$ cat src/aes_pkg.sv
// aes_pkg: shared types, constants, s-box functions for the aes-256 block cipher
// no dependencies
`timescale 1ns / 1ps
`default_nettype none
package aes_pkg;

	localparam int unsigned SCHED_WORDS = 60;
	localparam int unsigned ROUNDS      = 14;

	typedef enum logic [1:0] {
		REG_KEY0 = 2'd0,
		REG_KEY1 = 2'd1,
		REG_KEY2 = 2'd2,
		REG_KEY3 = 2'd3
	} reg_idx_t;

	typedef enum logic {
		CMD_ENCRYPT = 1'b0,
		CMD_DECRYPT = 1'b1
	} cmd_t;

	typedef struct packed {
		logic        command;
		logic [63:0] block_upper;
		logic [63:0] block_lower;
	} in_item_t;

	typedef struct packed {
		logic [63:0] result_upper;
		logic [63:0] result_lower;
	} out_item_t;

	typedef enum logic [2:0] {
		ST_IDLE,
		ST_EXPAND,
		ST_PRIME,
		ST_WHITEN,
		ST_ROUND,
		ST_DONE
	} state_t;

	// controller to datapath
	typedef struct packed {
		logic       load;      // capture input block
		logic       exp_start; // begin key expansion
		logic       exp_step;  // expand one schedule word
		logic       addk;      // initial key addition
		logic       round;     // apply one round to the state
		logic [3:0] rnd;       // round index being applied
		logic       fetch;     // read key for the next step
	} dp_cmd_t;

	// datapath to controller
	typedef struct packed {
		logic       exp_done;
	} dp_status_t;

	function automatic logic [7:0] xt(input logic [7:0] a);
		xt = {a[6:0], 1'b0} ^ (a[7] ? 8'h1b : 8'h00);
	endfunction

	function automatic logic [7:0] sbox(input logic [7:0] v);
		logic [7:0] t [256];
		t = '{
		8'h63,8'h7c,8'h77,8'h7b,8'hf2,8'h6b,8'h6f,8'hc5,8'h30,8'h01,8'h67,8'h2b,8'hfe,8'hd7,8'hab,8'h76,
		8'hca,8'h82,8'hc9,8'h7d,8'hfa,8'h59,8'h47,8'hf0,8'had,8'hd4,8'ha2,8'haf,8'h9c,8'ha4,8'h72,8'hc0,
		8'hb7,8'hfd,8'h93,8'h26,8'h36,8'h3f,8'hf7,8'hcc,8'h34,8'ha5,8'he5,8'hf1,8'h71,8'hd8,8'h31,8'h15,
		8'h04,8'hc7,8'h23,8'hc3,8'h18,8'h96,8'h05,8'h9a,8'h07,8'h12,8'h80,8'he2,8'heb,8'h27,8'hb2,8'h75,
		8'h09,8'h83,8'h2c,8'h1a,8'h1b,8'h6e,8'h5a,8'ha0,8'h52,8'h3b,8'hd6,8'hb3,8'h29,8'he3,8'h2f,8'h84,
		8'h53,8'hd1,8'h00,8'hed,8'h20,8'hfc,8'hb1,8'h5b,8'h6a,8'hcb,8'hbe,8'h39,8'h4a,8'h4c,8'h58,8'hcf,
		8'hd0,8'hef,8'haa,8'hfb,8'h43,8'h4d,8'h33,8'h85,8'h45,8'hf9,8'h02,8'h7f,8'h50,8'h3c,8'h9f,8'ha8,
		8'h51,8'ha3,8'h40,8'h8f,8'h92,8'h9d,8'h38,8'hf5,8'hbc,8'hb6,8'hda,8'h21,8'h10,8'hff,8'hf3,8'hd2,
		8'hcd,8'h0c,8'h13,8'hec,8'h5f,8'h97,8'h44,8'h17,8'hc4,8'ha7,8'h7e,8'h3d,8'h64,8'h5d,8'h19,8'h73,
		8'h60,8'h81,8'h4f,8'hdc,8'h22,8'h2a,8'h90,8'h88,8'h46,8'hee,8'hb8,8'h14,8'hde,8'h5e,8'h0b,8'hdb,
		8'he0,8'h32,8'h3a,8'h0a,8'h49,8'h06,8'h24,8'h5c,8'hc2,8'hd3,8'hac,8'h62,8'h91,8'h95,8'he4,8'h79,
		8'he7,8'hc8,8'h37,8'h6d,8'h8d,8'hd5,8'h4e,8'ha9,8'h6c,8'h56,8'hf4,8'hea,8'h65,8'h7a,8'hae,8'h08,
		8'hba,8'h78,8'h25,8'h2e,8'h1c,8'ha6,8'hb4,8'hc6,8'he8,8'hdd,8'h74,8'h1f,8'h4b,8'hbd,8'h8b,8'h8a,
		8'h70,8'h3e,8'hb5,8'h66,8'h48,8'h03,8'hf6,8'h0e,8'h61,8'h35,8'h57,8'hb9,8'h86,8'hc1,8'h1d,8'h9e,
		8'he1,8'hf8,8'h98,8'h11,8'h69,8'hd9,8'h8e,8'h94,8'h9b,8'h1e,8'h87,8'he9,8'hce,8'h55,8'h28,8'hdf,
		8'h8c,8'ha1,8'h89,8'h0d,8'hbf,8'he6,8'h42,8'h68,8'h41,8'h99,8'h2d,8'h0f,8'hb0,8'h54,8'hbb,8'h16};
		sbox = t[v];
	endfunction

	function automatic logic [7:0] inv_sbox(input logic [7:0] v);
		logic [7:0] t [256];
		t = '{
		8'h52,8'h09,8'h6a,8'hd5,8'h30,8'h36,8'ha5,8'h38,8'hbf,8'h40,8'ha3,8'h9e,8'h81,8'hf3,8'hd7,8'hfb,
		8'h7c,8'he3,8'h39,8'h82,8'h9b,8'h2f,8'hff,8'h87,8'h34,8'h8e,8'h43,8'h44,8'hc4,8'hde,8'he9,8'hcb,
		8'h54,8'h7b,8'h94,8'h32,8'ha6,8'hc2,8'h23,8'h3d,8'hee,8'h4c,8'h95,8'h0b,8'h42,8'hfa,8'hc3,8'h4e,
		8'h08,8'h2e,8'ha1,8'h66,8'h28,8'hd9,8'h24,8'hb2,8'h76,8'h5b,8'ha2,8'h49,8'h6d,8'h8b,8'hd1,8'h25,
		8'h72,8'hf8,8'hf6,8'h64,8'h86,8'h68,8'h98,8'h16,8'hd4,8'ha4,8'h5c,8'hcc,8'h5d,8'h65,8'hb6,8'h92,
		8'h6c,8'h70,8'h48,8'h50,8'hfd,8'hed,8'hb9,8'hda,8'h5e,8'h15,8'h46,8'h57,8'ha7,8'h8d,8'h9d,8'h84,
		8'h90,8'hd8,8'hab,8'h00,8'h8c,8'hbc,8'hd3,8'h0a,8'hf7,8'he4,8'h58,8'h05,8'hb8,8'hb3,8'h45,8'h06,
		8'hd0,8'h2c,8'h1e,8'h8f,8'hca,8'h3f,8'h0f,8'h02,8'hc1,8'haf,8'hbd,8'h03,8'h01,8'h13,8'h8a,8'h6b,
		8'h3a,8'h91,8'h11,8'h41,8'h4f,8'h67,8'hdc,8'hea,8'h97,8'hf2,8'hcf,8'hce,8'hf0,8'hb4,8'he6,8'h73,
		8'h96,8'hac,8'h74,8'h22,8'he7,8'had,8'h35,8'h85,8'he2,8'hf9,8'h37,8'he8,8'h1c,8'h75,8'hdf,8'h6e,
		8'h47,8'hf1,8'h1a,8'h71,8'h1d,8'h29,8'hc5,8'h89,8'h6f,8'hb7,8'h62,8'h0e,8'haa,8'h18,8'hbe,8'h1b,
		8'hfc,8'h56,8'h3e,8'h4b,8'hc6,8'hd2,8'h79,8'h20,8'h9a,8'hdb,8'hc0,8'hfe,8'h78,8'hcd,8'h5a,8'hf4,
		8'h1f,8'hdd,8'ha8,8'h33,8'h88,8'h07,8'hc7,8'h31,8'hb1,8'h12,8'h10,8'h59,8'h27,8'h80,8'hec,8'h5f,
		8'h60,8'h51,8'h7f,8'ha9,8'h19,8'hb5,8'h4a,8'h0d,8'h2d,8'he5,8'h7a,8'h9f,8'h93,8'hc9,8'h9c,8'hef,
		8'ha0,8'he0,8'h3b,8'h4d,8'hae,8'h2a,8'hf5,8'hb0,8'hc8,8'heb,8'hbb,8'h3c,8'h83,8'h53,8'h99,8'h61,
		8'h17,8'h2b,8'h04,8'h7e,8'hba,8'h77,8'hd6,8'h26,8'he1,8'h69,8'h14,8'h63,8'h55,8'h21,8'h0c,8'h7d};
		inv_sbox = t[v];
	endfunction

endpackage
`default_nettype wire

$ cat src/aes_ctrl.sv
// aes_ctrl: sequencer for key expansion, whitening and the fourteen rounds
// depends on aes_pkg
`timescale 1ns / 1ps
`default_nettype none
module aes_ctrl (
	input  wire logic                   clk,
	input  wire logic                   arst_n,
	input  wire logic                   in_valid,
	output logic                        in_stall,
	output logic                        out_valid,
	input  wire logic                   out_stall,
	input  wire logic                   key_wr,
	output aes_pkg::dp_cmd_t            cmd,
	input  wire aes_pkg::dp_status_t    status
);
	aes_pkg::state_t state_q, state_nx;
	logic       ready_q;
	logic [3:0] rnd_q;
	logic       acc;

	assign acc = in_valid && !in_stall;

	// next state
	always_comb begin
		state_nx = state_q;
		unique case (state_q)
			aes_pkg::ST_IDLE:   if (acc) state_nx = ready_q ? aes_pkg::ST_PRIME : aes_pkg::ST_EXPAND;
			aes_pkg::ST_EXPAND: if (status.exp_done) state_nx = aes_pkg::ST_PRIME;
			aes_pkg::ST_PRIME:  state_nx = aes_pkg::ST_WHITEN;
			aes_pkg::ST_WHITEN: state_nx = aes_pkg::ST_ROUND;
			aes_pkg::ST_ROUND:  if (rnd_q == 4'(aes_pkg::ROUNDS)) state_nx = aes_pkg::ST_DONE;
			aes_pkg::ST_DONE:   if (!out_stall) state_nx = aes_pkg::ST_IDLE;
			default:            state_nx = aes_pkg::ST_IDLE;
		endcase
	end

	// outputs
	always_comb begin
		cmd = '0;
		in_stall = (state_q != aes_pkg::ST_IDLE);
		out_valid = (state_q == aes_pkg::ST_DONE);
		cmd.rnd = rnd_q;
		unique case (state_q)
			aes_pkg::ST_IDLE: begin
				cmd.load = acc;
				cmd.exp_start = acc && !ready_q;
			end
			aes_pkg::ST_EXPAND: cmd.exp_step = 1'b1;
			aes_pkg::ST_PRIME:  cmd.fetch = 1'b1;
			aes_pkg::ST_WHITEN: begin
				cmd.addk = 1'b1;
				cmd.fetch = 1'b1;
			end
			aes_pkg::ST_ROUND: begin
				cmd.round = 1'b1;
				cmd.fetch = 1'b1;
			end
			default: ;
		endcase
	end

	// state, round counter, key-ready flag
	always_ff @(posedge clk or negedge arst_n) begin
		if (!arst_n) begin
			state_q <= aes_pkg::ST_IDLE;
			rnd_q   <= '0;
			ready_q <= 1'b0;
		end else begin
			state_q <= state_nx;
			if (state_q == aes_pkg::ST_WHITEN || state_q == aes_pkg::ST_ROUND)
				rnd_q <= rnd_q + 4'd1;
			else
				rnd_q <= '0;
			if (key_wr) ready_q <= 1'b0;
			else if (state_q == aes_pkg::ST_EXPAND && status.exp_done) ready_q <= 1'b1;
		end
	end
endmodule
`default_nettype wire

$ cat config.mk
export PLATFORM = sky130hd
export DESIGN_NAME = aes_ctrl
export DESIGN_NICKNAME = d
export VERILOG_FILES = /design/src/aes_pkg.sv /design/src/aes_ctrl.sv
export SDC_FILE = /design/constraint.sdc
export NUM_CORES = 1
export LEC_CHECK = 0
export BUFFER_PORTS_ARGS = -buffer_cell sky130_fd_sc_hd__buf_4
export CAP_MARGIN = 20
export CELL_PAD_IN_SITES_DETAIL_PLACEMENT = 1
export CELL_PAD_IN_SITES_GLOBAL_PLACEMENT = 2
export CORE_MARGIN = 4
export CORE_UTILIZATION = 27
export CTS_BUF_LIST = sky130_fd_sc_hd__clkbuf_16
export DETAILED_ROUTE_END_ITERATION = 6
export PLACE_DENSITY_LB_ADDON = 0.1
export RECOVER_POWER = 50
export SYNTH_ARGS = -nofsm -noshare
export SYNTH_HDL_FRONTEND = slang
export SYNTH_SLANG_ARGS = --single-unit
$ cat constraint.sdc
create_clock -name clk -period 1.38 [get_ports clk]
set_clock_uncertainty 0.1 [all_clocks]
set_input_delay 0.207 -clock clk [delete_from_list [all_inputs] [get_ports clk]]
set_output_delay 0.207 -clock clk [all_outputs]
set_load 0.01 [all_outputs]
; Yosys cells after proc, flatten, opt, wreduce, memory -nomap -nowiden
; Cells that the tools add are included.
[word_totals]
regBits = 8
out_inout_bits = 12
word_cells = 39
[op_classes]
add_sub_neg = 1
eq_ne = 10
n_mux = 14
reduce_logical = 11
[ops]
columns = op, n
row1 = 3-bit case mux with 6 select lines, 1
row2 = 3-bit 2-to-1 mux, 4
row3 = 2-bit inequality test (second input constant), 4
row4 = 3-bit by 2-bit == test with 1-bit output (second input constant), 2
row5 = 3-bit == test (second input constant), 2
row6 = 1-bit 2-to-1 mux, 6
row7 = 4-bit by 1-bit adder with 4-bit output (second input constant), 1
row8 = 4-bit == test (second input constant), 1
row9 = 2-bit 2-to-1 mux, 2
row10 = 4-bit 2-to-1 mux, 1
row11 = 4-bit AND reduction, 1
row12 = 3-bit by 1-bit == test with 1-bit output (second input constant), 1
row13 = 1-bit logical AND, 3
row14 = 3-bit zero test, 1
row15 = 3-bit nonzero test, 1
row16 = 3-bit OR reduction, 1
row17 = 1-bit zero test, 2
row18 = 2-bit nonzero test, 1
row19 = 1-bit logical OR, 1

; Longest topological paths before layout
; Gate-level depths: netlist of the first run.
[logic_depth]
depth_word = 5
ltp_mapped = 5
ltp_nobuf = 5

; Least setup slack after synthesis of the first run
; No wires, ideal clock.
[synth_path]
kind = reg-to-output
start = reg state_q[0]
end = out cmd[8] (netlist name)
t_arrival_ns = 0.972
setup_slack_ns = 0.101
stages_incl_launch_ff = 3
path_buffers = 1
cell_sequence = dfrtp_1 > buf_6 > nor4_1
[synth_lines]
columns = item, line
row1 = from (decl), aes_ctrl.sv:16  ; aes_pkg::state_t state_q, state_nx;
row2 = from (signal assigned), aes_ctrl.sv:65  ; state_q <= aes_pkg::ST_IDLE;
row3 = from (signal assigned), aes_ctrl.sv:69  ; state_q <= state_nx;
row4 = to (decl), aes_ctrl.sv:13  ; output aes_pkg::dp_cmd_t cmd,

; Worst setup path in the final report of the first run
[layout_path]
start = reg state_q[0]
end = out in_stall
[layout_via]
elab_chain_len = 1
[layout_lines]
columns = item, line
row1 = 3-bit nonzero test, aes_ctrl.sv:40  ; in_stall = (state_q != aes_pkg::ST_IDLE);
row2 = to (decl), aes_ctrl.sv:9  ; output logic in_stall,
; Every way passes these cells.

==> results_dict.tcl, run 1 <==
set metrics [dict create \
    critPathLaunch "state_q[0]$_DFFE_PN0P_" \
    min_from "key_wr" \
    synth_top_area_share_pct 39.6 \
    synth_ff_type "dfrtp_1" \
    cts_buffers 3 \
    clk_pin_slew_ns 0.04 \
    fmax_mhz 655 \
    hold-path-endpoint "ready_q$_DFFE_PN0P_" \
    crit_type "register to primary output" \
    clock_path_buffers 2 \
    postRouteAntennaNets 0 \
    synth_commonest_cells "dfrtp_1, nor2_1, a21oi_1, buf_6, nand2b_1" \
    post_drt_wl_per_cell_um 15.6 \
    cp-start-kind "register" \
    synth_area_leader_cell "dfrtp_1" \
    violations "setup timing" \
    die-area_um2 2630 \
    cp_max_fo 6 \
    place.gp.congestion 0.728 \
    status "finished with violations" \
    antenna_cells 0 \
    fin_area_um2 980 \
    antenna_found_initial 0 \
    cts-htree-levels 1 \
    area_growth_syn_to_layout_pct 93.8 \
    synth_seq_cells 8 \
    grt_pass1_vias 496 \
    tritoncts "yes" \
    fin_ws_ns -0.147 \
    initialDrtViolationCount 6 \
    grt_pass1_wl_um 2440 \
    place_ws_ns -0.0254 \
    hpwlAfterDp_um 1000 \
    fin_nets 96 \
    ios 18 \
    register_area_um2 204 \
    combPwrFrac_pct 61.7 \
    synth_cell_types 26 \
    whs_path_depth 2 \
    multiInputGateArea_um2 348 \
    synthCells 50 \
    crit_arrival_ns 1.22 \
    finalHoldViolations 0 \
    core_um2 1750 \
    netlist_area_um2 505 \
    viasPerCell 4.51 \
    period_minus_slack_ns 1.53 \
    drive_above_1_share_pct 67.4 \
    clock_latency_ns 0.23 \
    ctsRootBufferMaster "clkbuf_16" \
    maxSlewHeadroom_pct 69.0 \
    synth_nets 58 \
    synth_edf_count 0 \
    cp-end-kind "primary output" \
    portBuffers 17 \
    die_w_um 51.3 \
    grt_max_degree 9 \
    drtPass1Iterations 4 \
    power.switching_mw 0.813 \
    initial_core_util_pct 29.0 \
    p_int_mw 1.52 \
    ff2ff_path_depth 5 \
    whs_ns 0.0247 \
    reg2reg_to "state_q[0]$_DFFE_PN0P_" \
    yosysMostFrequentCell "dfrtp_1" \
    maxCapViolations 0 \
    hp-class "primary input to register" \
    ir_worst_vdd_uv 1240 \
    r2r-start "state_q[2]$_DFFE_PN0P_" \
    swShare_pct 34.8 \
    p_seq_share_pct 17.9 \
    tightest_slew_ns 0.465 \
    power_frac_clock_pct 20.4 \
    track_usage_pct 12.7 \
    row_count 15 \
    setup_viol 12 \
    synthTopCellsByArea "dfrtp_1, buf_6, nor2_1, ha_1, nor2_8" \
    crit_required_ns 1.07 \
    grt_overflow_total 0 \
    die_height_um 51.3 \
    powerDensity_nw_per_um2 2380 \
    ys_seq_area_share_pct 39.6 \
    p_leak_nw 0.462 \
    reg2reg_slack_ns -0.02 \
    async_reset_ff_share_pct 100 \
    syn_avg_cell_area_um2 10.1 \
    wl_um 1740 \
    rsz0062_at_grt "true" \
    dpl_cell_area_um2 683 \
    drc_errors 0 \
    ys_warn_count 0 \
    fillCellCount 204 \
    drv_slew 0 \
    fin_crit_sh_pct 111 \
    via_count 501 \
    total_power_mw 2.33 \
    cts.sinks 8 \
]
==> timing repair <==
item                                    in CTS  in global routing
hold buffers                                 1                  0
pin swaps                                    2                  9
endpoints found under the hold margin        8                  0
endpoints found under the setup margin       8                 14
gates resized for setup                     17                 18
buffers inserted                             5                  6
gates cloned                                 0                  0
==> state kept, by name, summed over array words and instances (netlist names) <==
register / count
rnd_q: 4
state_q: 3
ready_q: 1
==> metal layers <==
metal | GRT usage, % | up-vias | part of all wire (%)
met5 | 0 | - | 0
met4 | 1.31 | 0 | 0
met3 | 4.37 | 0 | 1.6
met2 | 22.5 | 6 | 56
met1 | 15.2 | 246 | 42
li1 | - | 249 | -
==> final cells by class <==
type	count	share of cell area [%]
timing repair buffer	36	32.4
tap	25	3.19
multi-input combinational	38	35.5
inverter	1	0.383
clock buffer	3	7.66
sequential	8	20.8
==> cell usage in the layout, fill, tap and decap left out, types with 2 or more instances in the layout <==
cell type	Yosys	final
nor2_1	7	3
dfrtp_2	0	3
buf_6	3	13
ha_1	2	2
dfrtp_1	8	5
nor2_2	0	3
a21oi_1	3	2
buf_4	0	21
nand2_1	2	2
nand2b_4	0	3
clkbuf_16	0	3
==> cell families (layout without fill, tap and decap cells) <==
logic type	count (synthesis)	in the layout	synth area share [%]
xor+xnor	2	2	3.47
flops	8	8	39.6
fa+ha+maj	2	2	4.95
mux	1	1	2.23
compound gates	7	7	9.16
simple gates	26	26	33.2
buf+inv	4	40	7.42
==> power by group through the flow <==
stage	Sequential (mW)	Clock, mW	Combinational (mW)
floorplan	0.370	0	0.564
global placement	0.413	0	0.851
detailed placement	0.424	0	0.851
CTS	0.402	0.488	1.12
global route	0.430	0.506	1.55
finish	0.417	0.477	1.44
==> worst max-delay path, stage by stage, from the launching register on <==
cell and delay [ns]:
dfrtp_2 0.44, or3_1 0.41, buf_6 0.14
==> how the worst max path moves through the flow <==
stage	depth (start not counted)	end	slack [ns]
5_1_grt	3	cmd[9]	-0.21
3_3_place_gp	2	in_stall	0.002
2_1_floorplan	2	cmd[8]	0.10
4_1_cts	4	cmd[0]	-0.15
6_report	2	in_stall	-0.15
3_5_place_dp	2	in_stall	-0.03
==> metrics by stage <==
step	utilization [%]	instances	setup TNS (ns)
final	56.1	111	-0.885
after global routing	56.1	111	-1.51
after CTS	49.7	105	-0.869
after detailed placement	39.1	96	-0.0351
after global placement	39.1	96	0
after floorplan	-	50	0
Note: power is estimated with default switching activity, not from simulation.
==> run 2, diff against run 1 <==
Settings changed: CORE_UTILIZATION 27 to 29, CTS_BUF_LIST sky130_fd_sc_hd__clkbuf_16 to sky130_fd_sc_hd__clkbuf_2, REMOVE_ABC_BUFFERS set to 1.
==> results_dict.tcl, run 2 (synthesis results as in run 1) <==
set metrics [dict create \
    cts.sinks 8 \
    viasPerCell 4.91 \
    rsz0062_at_grt "true" \
    layout_common_cells "buf_4, buf_6, nor2_1" \
    postRouteAntennaNets 0 \
    clk_pin_slew_ns 0.08 \
    maxSlewHeadroom_pct 69.3 \
    total_power_mw 1.83 \
    track_usage_pct 12.1 \
    cts-htree-levels 1 \
    hpwlAfterDp_um 950 \
    setup_viol 8 \
    p_leak_nw 0.415 \
    top_regs "rnd_q x4, state_q x3, ready_q x1" \
    dp_cells 87 \
    drc_errors 0 \
    core_um2 1580 \
    dr_wl_met2_um 713 \
    grt_overflow_total 0 \
    drv_slew 0 \
    ir_worst_vdd_uv 1130 \
    finalHoldViolations 0 \
    fin_area_um2 868 \
    die_w_um 49.8 \
    whs_ns 0.154 \
    crit_type "register to primary output" \
    violations "setup timing" \
    met1_length_um 698 \
    die-area_um2 2480 \
    grt_max_degree 9 \
    die_height_um 49.8 \
    tritoncts "yes" \
    drtPass1Iterations 4 \
    tightest_slew_ns 0.460 \
    status "finished with violations" \
    place.gp.congestion 0.728 \
    top_register "rnd_q" \
    period_minus_slack_ns 1.55 \
    maxCapViolations 0 \
    fin_nets 94 \
    hp-class "primary input to register" \
    clock_latency_ns 0.23 \
    ctsRootBufferMaster "clkbuf_2" \
    cp-start-kind "register" \
    dpl_cell_area_um2 672 \
    wl_met3_um 65 \
    fin_ws_ns -0.167 \
    clock_path_buffers 2 \
    portBuffers 17 \
    fin_crit_sh_pct 112 \
    place_ws_ns -0.0108 \
    grt_pass1_wl_um 2270 \
    area_growth_syn_to_layout_pct 71.8 \
    largest_register_ffs 4 \
    post_drt_wl_per_cell_um 14.8 \
    row_count 14 \
    cp_max_fo 7 \
    highest_layer "met3" \
    initial_core_util_pct 32.1 \
    crit_required_ns 1.07 \
    via_count 491 \
    drive_above_1_share_pct 59.5 \
    initialDrtViolationCount 7 \
    ios 18 \
    antenna_found_initial 0 \
    fmax_mhz 646 \
    grt_pass1_vias 492 \
    antenna_cells 0 \
    cts_buffers 3 \
    final_common_cell "buf_4" \
    crit_arrival_ns 1.24 \
    wl_um 1480 \
    powerDensity_nw_per_um2 2110 \
    cp-end-kind "primary output" \
    instances_no_fill 100 \
]
-- run 2: cell count changes in the layout (fill, tap and decap cells not counted), sizes merged --
cell,before,now
dlygate4sd3,1,2
buf,34,31
-- run 2: timing repair --
action                     CTS  global route
pin swaps                    4             3
hold endpoints to repair     9             0
resized for setup           15            14
setup buffers                5             3
hold buffers                 2             0
setup endpoints to repair    8            13
gates cloned                 0             0
-- run 2: final timing paths --
| kind | from | endpoint | slack [ns] | cells past startpoint |
|---|---|---|---|---|
| max reg2reg | state_q[1]$_DFFE_PN0P_ | state_q[1]$_DFFE_PN0P_ | 0.01 | 5 |
| max | state_q[0]$_DFFE_PN0P_ | cmd[7] | -0.17 | 3 |
| min in group asynchronous | arst_n | rnd_q[2]$_DFF_PN0_ | 0.32 | 2 |
| max in group asynchronous | arst_n | state_q[1]$_DFFE_PN0P_ | 0.51 | 2 |
| min | status | ready_q$_DFFE_PN0P_ | 0.15 | 3 |
| min reg2reg | rnd_q[0]$_DFF_PN0_ | rnd_q[0]$_DFF_PN0_ | 0.45 | 2 |
-- run 2: layer usage --
| layer | track usage (%) | vias to the layer above |
|---|---|---|
| met5 | 0 | - |
| met4 | 0 | 0 |
| met3 | 5.72 | 0 |
| met2 | 18.3 | 15 |
| met1 | 16.6 | 235 |
| li1 | - | 241 |
-- run 2: worst max-delay path, cell delays in order, from the launching register on --
cell	delay, ns
dfrtp_2	0.50
buf_6	0.16
nor3b_4	0.20
buf_4	0.15
-- run 2: where the power goes --
group          switching [mW]  internal, mW  leakage [nW]
sequential              0.141         0.307         0.103
combinational           0.495         0.750         0.300
clock                  0.0776        0.0592        0.0125
total                   0.714          1.12         0.415
-- run 2: layout make-up --
class                      instances  area, µm²
clock buffer                       3       15.0
fill                             181        708
inverter                           1       3.75
multi-input combinational         38        332
timing repair buffer              34        294
sequential                         8        204
tap                               16       20.0
-- run 2: per-stage QoR --
| stage | utilization (%) | TNS [ns] |
|---|---|---|
| after CTS | 49.5 | -0.947 |
| after global placement | 42.6 | -0.00233 |
| after floorplan | - | 0 |
| after detailed placement | 42.6 | -0.0111 |
| after global routing | 55.1 | -1.50 |
| final | 55.1 | -0.828 |
==> run 3, diff against run 2 <==
Settings changed: RECOVER_POWER 50 to unset.
==> results_dict.tcl, run 3 (synthesis results as in run 1) <==
set metrics [dict create \
    status "finished with violations" \
    violations "setup timing" \
    fin_crit_sh_pct 112 \
    initialDrtViolationCount 7 \
    grt_pass1_vias 492 \
    die_height_um 49.8 \
    maxCapViolations 0 \
    cp_max_fo 7 \
    drv_slew 0 \
    period_minus_slack_ns 1.54 \
    post_drt_wl_per_cell_um 14.8 \
    fmax_mhz 648 \
    cts.sinks 8 \
    setup_viol 8 \
    clk_pin_slew_ns 0.09 \
    drc_errors 0 \
    tightest_slew_ns 0.225 \
    worstSetupPathDepth 3 \
    largest_register_ffs 4 \
    fin_nets 94 \
    tns_ns -0.845 \
    crit_type "register to primary output" \
    hp-class "primary input to register" \
    antenna_found_initial 0 \
    core_um2 1580 \
    clock_path_buffers 2 \
    die_w_um 49.8 \
    ff2ff_path_depth 5 \
    final_common_cell "buf_4" \
    place.gp.congestion 0.728 \
    ir_worst_vdd_uv 1130 \
    powerDensity_nw_per_um2 2100 \
    fillCellCount 182 \
    viasPerCell 4.88 \
    total_power_mw 1.84 \
    crit_arrival_ns 1.24 \
    cp-end-kind "primary output" \
    cp-start-kind "register" \
    top_register "rnd_q" \
    initial_core_util_pct 32.1 \
    grt_overflow_total 0 \
    cpPeakStageDelay_ns 0.50 \
    ios 18 \
    row_count 14 \
    drive_above_1_share_pct 60.7 \
    maxSlewHeadroom_pct 85.0 \
    grt_pass1_wl_um 2270 \
    cts-htree-levels 1 \
    track_usage_pct 12.1 \
    via_count 488 \
    slowest_stage "dfrtp_2" \
    top_regs "rnd_q x4, state_q x3, ready_q x1" \
    utilization_pct 55.3 \
    area_growth_syn_to_layout_pct 72.5 \
    die-area_um2 2480 \
    ctsRootBufferMaster "clkbuf_2" \
    rsz0062_at_grt "true" \
    critPathBufInv 2 \
    crit_required_ns 1.07 \
    wl_um 1480 \
    layout_common_cells "buf_4, buf_6, nor2_1" \
    finalHoldViolations 0 \
    fin_area_um2 872 \
    antenna_cells 0 \
    portBuffers 17 \
    tritoncts "yes" \
    hpwlAfterDp_um 950 \
    fin_ws_ns -0.162 \
    drtPass1Iterations 4 \
    cts_buffers 3 \
    grt_max_degree 9 \
    dpl_cell_area_um2 672 \
    postRouteAntennaNets 0 \
    critical_path.top_delay_family "flip-flops" \
    crit_path_cell_trace "buf_6 -> nor3b_4 -> buf_4" \
    whs_path_depth 3 \
    clock_latency_ns 0.24 \
    p_leak_nw 0.419 \
]
run 3: cell count changes in the layout (fill, tap and decap cells not counted):
cell	change
clkbuf_1	-1
buf_4	+1
run 3: cell type report:
class,count,area (µm²),area share (%)
inverter,1,3.75,0.430
sequential,8,204,23.4
multi-input combinational,38,332,38.0
clock buffer,3,15.0,1.72
timing repair buffer,34,298,34.1
tap,16,20.0,2.30
run 3: repair_timing:
action,4_1_cts,5_1_grt
resized for setup,15,14
buffers inserted,5,3
setup endpoints to repair,8,13
hold buffers,2,0
pin swaps,4,3
endpoints found under the hold margin,9,0
run 3: through the flow:
stage / setup slack, ns / hold slack [ns] / instances
CTS: -0.172 / 0.122 / 97
global route: -0.236 / 0.152 / 100
global placement: -0.00233 / -0.0678 / 87
finish: -0.162 / 0.151 / 100
detailed placement: -0.0108 / -0.0660 / 87
floorplan: 0.0135 / -0.189 / 47
run 3: report_power, final:
group	internal (mW)	total [mW]	switching, mW
registers	0.307	0.449	0.142
logic	0.751	1.25	0.496
clock network	0.0592	0.139	0.0796
total	1.12	1.84	0.718
run 3: worst register-to-register path, delay by kind of cell, from the launching register on:
| family | cells | cell delay, ns |
|---|---|---|
| AO/OA/AOI/OAI | 1 | 0.04 |
| AND/OR/NAND/NOR | 2 | 0.34 |
| flip-flops | 1 | 0.49 |
| buffers and inverters | 2 | 0.29 |
run 3: path summary, 6_finish.rpt:
check	to	start	slack, ns
min reg2reg	rnd_q[0]$_DFF_PN0_	rnd_q[0]$_DFF_PN0_	0.45
min	ready_q$_DFFE_PN0P_	status	0.15
max reg2reg	state_q[1]$_DFFE_PN0P_	state_q[1]$_DFFE_PN0P_	0.01
max	cmd[7]	state_q[0]$_DFFE_PN0P_	-0.16
min in group asynchronous	rnd_q[2]$_DFF_PN0_	arst_n	0.21
max in group asynchronous	state_q[1]$_DFFE_PN0P_	arst_n	0.81
run 3: per-layer routing:
layer	share of wire, %	vias up	track usage (%)
met5	0	-	0
met4	0	0	0
met3	3.6	0	5.72
met2	48	9	18.3
met1	48	239	16.6
li1	-	240	-
